[src/design/lppu_pkg.sv]
// lppu_pkg: shared types, bus map constants and timer constants for the lcd
// picture unit register block; no dependencies
package lppu_pkg;

    // default sizes, handed to the top level parameters
    localparam int SPRITE_RAM_BYTES_DEF = 160;
    localparam int VIDEO_RAM_BYTES_DEF  = 8192;
    localparam int LINES_PER_FRAME_DEF  = 154;

    // item operation codes
    localparam logic [1:0] OP_READ  = 2'd0;
    localparam logic [1:0] OP_WRITE = 2'd1;
    localparam logic [1:0] OP_TICK  = 2'd2;

    // register map
    localparam logic [15:0] ADDR_LCDC = 16'hFF40;
    localparam logic [15:0] ADDR_STAT = 16'hFF41;
    localparam logic [15:0] ADDR_SCY  = 16'hFF42;
    localparam logic [15:0] ADDR_SCX  = 16'hFF43;
    localparam logic [15:0] ADDR_LY   = 16'hFF44;
    localparam logic [15:0] ADDR_LYC  = 16'hFF45;
    localparam logic [15:0] ADDR_BGP  = 16'hFF47;
    localparam logic [15:0] ADDR_OBP0 = 16'hFF48;
    localparam logic [15:0] ADDR_OBP1 = 16'hFF49;
    localparam logic [15:0] ADDR_WY   = 16'hFF4A;
    localparam logic [15:0] ADDR_WX   = 16'hFF4B;

    localparam logic [15:0] VRAM_BASE = 16'h8000;
    localparam logic [15:0] VRAM_TOP  = 16'h9FFF;
    localparam logic [15:0] OAM_BASE  = 16'hFE00;

    localparam logic [7:0] BYTE_BLOCKED = 8'hFF;
    localparam logic [7:0] VBLANK_LINE  = 8'd144;

    // dot counts per mode, loaded as count minus one
    localparam logic [6:0] DOTS_OAM    = 7'd19;
    localparam logic [6:0] DOTS_DRAW   = 7'd71;
    localparam logic [6:0] DOTS_HBLANK = 7'd21;
    localparam logic [6:0] DOTS_VBLANK = 7'd113;

    // lcd control bit that runs the mode timer
    localparam int LCDC_ENABLE_BIT = 7;

    typedef enum logic [1:0] {
        PH_HBLANK = 2'd0,
        PH_VBLANK = 2'd1,
        PH_OAM    = 2'd2,
        PH_DRAW   = 2'd3
    } t_phase;

    typedef struct packed {
        logic [1:0]  mode;
        logic [15:0] address;
        logic [7:0]  write_data;
    } t_in;

    typedef struct packed {
        logic [7:0] read_data;
        logic [1:0] lcd_mode;
        logic [7:0] line;
    } t_out;

    // controller to datapath commands
    typedef struct packed {
        logic capture;
        logic exec;
        logic load;
    } t_cmd;

endpackage

[src/design/lppu_ctrl.sv]
// lppu_ctrl: sequencer taking one word at a time through execute, load, respond
// depends on lppu_pkg
module lppu_ctrl
    import lppu_pkg::*;
(
    input  logic i_clk,
    input  logic i_rst_n,
    input  logic i_in_valid,
    input  logic i_out_ready,
    output logic o_in_ready,
    output logic o_out_valid,
    output t_cmd o_cmd
);

    typedef enum logic [3:0] {
        S_IDLE = 4'b0001,
        S_EXEC = 4'b0010,
        S_LOAD = 4'b0100,
        S_RESP = 4'b1000
    } t_state;

    t_state r_state, n_state;

    always_comb begin
        n_state = r_state;
        unique case (r_state)
            S_IDLE: begin
                if (i_in_valid) begin
                    n_state = S_EXEC;
                end
            end
            S_EXEC: n_state = S_LOAD;
            S_LOAD: n_state = S_RESP;
            S_RESP: begin
                if (i_out_ready) begin
                    n_state = S_IDLE;
                end
            end
            default: n_state = S_IDLE;
        endcase
    end

    always_ff @(posedge i_clk) begin
        if (!i_rst_n) begin
            r_state <= S_IDLE;
        end else begin
            r_state <= n_state;
        end
    end

    assign o_in_ready    = (r_state == S_IDLE);
    assign o_out_valid   = (r_state == S_RESP);
    assign o_cmd.capture = (r_state == S_IDLE) && i_in_valid;
    assign o_cmd.exec    = (r_state == S_EXEC);
    assign o_cmd.load    = (r_state == S_LOAD);

endmodule

[config.mk]
export PLATFORM = sky130hd
export DESIGN_NAME = lppu_ctrl
export DESIGN_NICKNAME = d
export VERILOG_FILES = /design/src/design/lppu_pkg.sv /design/src/design/lppu_ctrl.sv
export SDC_FILE = /design/constraint.sdc
export NUM_CORES = 1
export LEC_CHECK = 0
export ABC_AREA = 1
export BUFFER_PORTS_ARGS = -buffer_cell sky130_fd_sc_hd__clkbuf_2
export CORE_AREA = 5 5 42 44
export DETAILED_ROUTE_END_ITERATION = 8
export DIE_AREA = 0 0 47 49
export HOLD_SLACK_MARGIN = 0.1
export MAX_ROUTING_LAYER = met4
export PLACE_DENSITY = 0.34
export SYNTH_ARGS = -nofsm -noshare
export SYNTH_HDL_FRONTEND = slang
export SYNTH_SLANG_ARGS = --single-unit
export TNS_END_PERCENT = 100
[constraint.sdc]
create_clock -name i_clk -period 2.5 [get_ports i_clk]
set_input_delay 0.5 -clock i_clk [delete_from_list [all_inputs] [get_ports i_clk]]
set_output_delay 0.5 -clock i_clk [all_outputs]
set_load 0.005 [all_outputs]
==> results.ini <==
[floorplan]
start_util_pct = 16.2
dieArea_mm2 = 0.00230
die_w_um = 47
die_h_um = 49
rows = 14
coreArea_mm2 = 0.00140
io_pins = 9

[run_status]
status = complete, no violations

[cells_and_area]
area_growth_pct = 33.0
fill_cells = 181
regMostFlops = r_state
drive_above_1_share_pct = 32.7
diodes = 0
largest_register_ffs = 4
final_nets = 55
largest_registers = r_state (4)

[clock_network]
post_cts_resized = 0
cts.sink_count = 4
cts_root_buf = clkbuf_4
postCtsSetupBuffers = 0
cts_tree = done
cts_buffers = 3
clk_path_buf_depth = 2
clk_latency_ns = 0.23
path_clk_slew_ns = 0.04
ctsHoldBuffers = 0
cts_max_level = 1

[sta]
hold_violations = 0
max_freq_mhz = 638
setup_violations = 0
drv_slew = 0
fin_ws_ns = 0.934
fin_skew_ns = 0.00158
fin_hold_ws_ns = 0.513
rsz0062_at_grt = no
relSlewSlack_pct = 84.7
fin_crit_ns = 1.57
final.setup.tns_ns = 0
post-route-period-util_pct = 62.6
tightest_slew_ns = 0.227

[routing]
vias = 237
drt-total-wl_um = 499
antenna_left = 0
wl_per_cell_um = 7.68
viasPerCell = 3.65
drc = 0
firstDrtPassIters = 3
first_iter_violations = 2

[worst_setup_path]
crit_cells = 5
startpoint = r_state[0]
worstPathCellList = inv_2 -> nor2_2 -> nand2_1 -> nor2_1 -> clkbuf_2
crit_fanout = 4
cp_slowest_cell = dfxtp_1
worstPathRequired_ns = 2.00
cp-start-kind = flop
max_stage_delay_ns = 0.37
r2r_cells = 7
cp_top_family = flip-flops
end_kind = primary output
worstSetupPathType = flop to primary output
crit_end = o_cmd[2]
r2r_end = r_state[0]
worstPathArrival_ns = 1.07
rrSetupSlack_ns = 1.57
r2r_start = r_state[0]
critPathBufInv = 2

[power]
power.density_mw_per_mm2 = 610
cellLeakagePower_nw = 0.191
ir_drop_mv = 0.199

[place]
portBuffers = 8
dp_hpwl_um = 427
dp_slack_ns = 1.16
place.gp.congestion = 0.639

[yosys]
synth_fp_nets = 43
yosys.area_share.simple_pct = 39.6
synth_compound_area_share_pct = 2.20
syn_area_per_cell_um2 = 5.84
synth_cell_types = 11
synth_fa_ha_area_share_pct = 0
muxShareOfSynthArea_pct = 0
synth.ff_latch_count = 4
synthCells = 39
synth_xor_area_share_pct = 0
synth_top_family_by_area = simple AND/OR/NAND/NOR gates
syn_area_um2 = 228
yosysSeqAreaShare_pct = 35.2
yosysWarnings = 0

[grt]
grt_max_degree = 5
grt-ovfl-total = 0
grt_pass1_wl_um = 814
grt_pass1_vias = 221
grt_use_total_pct = 5.41
antenna_found_initial = 0

[run]
maxCapViolations = 0

[min_path]
hp-class = input port to flop

layout make-up:
class	count	area, µm²	share of cell area (%)
Inverter	12	45.0	14.9
Multi-Input combinational cell	22	95.1	31.4
Timing Repair Buffer	8	40.0	13.2
Sequential cell	4	80.1	26.4
Tap cell	16	20.0	6.61
Clock buffer	3	22.5	7.44
cells in the final DEF (no fill, tap or decap):
cell type  Yosys  final
nor3_1         1      1
dfxtp_1        4      4
nor4_1         1      1
nor2_2         2      2
clkbuf_4       0      3
inv_1          9      9
nand2_1        8      8
nor2_1         7      7
clkbuf_2       0      8
a21oi_1        1      1
nand3_1        2      2
inv_2          3      3
worst min-delay path: stages:
cell	delay [ns]
clkbuf_2	0.09
nand2_1	0.05
inv_1	0.03
nand2_1	0.04
power by group:
group | internal [mW] | leakage [nW] | total (mW) | switching (mW)
sequential | 0.0683 | 0.0327 | 0.0725 | 0.00420
combinational | 0.0142 | 0.145 | 0.0338 | 0.0196
clock | 0.0536 | 0.0138 | 0.0783 | 0.0248
total | 0.136 | 0.191 | 0.185 | 0.0486
Yosys cell counts:
cell | number | area (µm²)
a21oi_1 | 1 | 5.00
buf_4 | 1 | 7.51
dfxtp_1 | 4 | 80.1
inv_1 | 9 | 33.8
inv_2 | 3 | 11.3
nand2_1 | 8 | 30.0
nand3_1 | 2 | 10.0
nor2_1 | 7 | 26.3
nor2_2 | 2 | 12.5
nor3_1 | 1 | 5.00
nor4_1 | 1 | 6.26
routing by layer:
metal	track usage, %	vias to the layer above	wire length [µm]
met5	-	-	0
met4	5.53	0	19
met3	3.69	4	54
met2	5.88	8	196
met1	5.92	92	230
li1	-	133	-
stage by stage:
| stage | cells | instance area [µm²] | utilization [%] | power, mW |
|---|---|---|---|---|
| global placement | 62 | 280 | 20.0 | 0.108 |
| global route | 65 | 303 | 21.6 | 0.199 |
| detailed placement | 62 | 280 | 20.0 | 0.108 |
| floorplan | 39 | 228 | - | 0.0956 |
| finish | 65 | 303 | 21.6 | 0.185 |
| CTS | 65 | 303 | 21.6 | 0.189 |
kinds of logic after synthesis:
| kind of cell | count (synthesis) |
|---|---|
| and+or+nand+nor | 21 |
| buffers and inverters | 13 |
| DFF | 4 |
| AOI/OAI and AO/OA | 1 |
how the worst min path moves through the flow:
| stage | startpoint | endpoint | slack (ns) | cells past startpoint |
|---|---|---|---|---|
| floorplan | r_state[1] | r_state[2] | 0.55 | 4 |
| global placement | r_state[1] | r_state[2] | 0.60 | 4 |
| detailed placement | r_state[1] | r_state[2] | 0.60 | 4 |
| CTS | i_rst_n | r_state[0] | 0.51 | 4 |
| global route | i_rst_n | r_state[0] | 0.54 | 4 |
| finish | i_rst_n | r_state[0] | 0.51 | 4 |
Power figures use the tool's default switching activity.
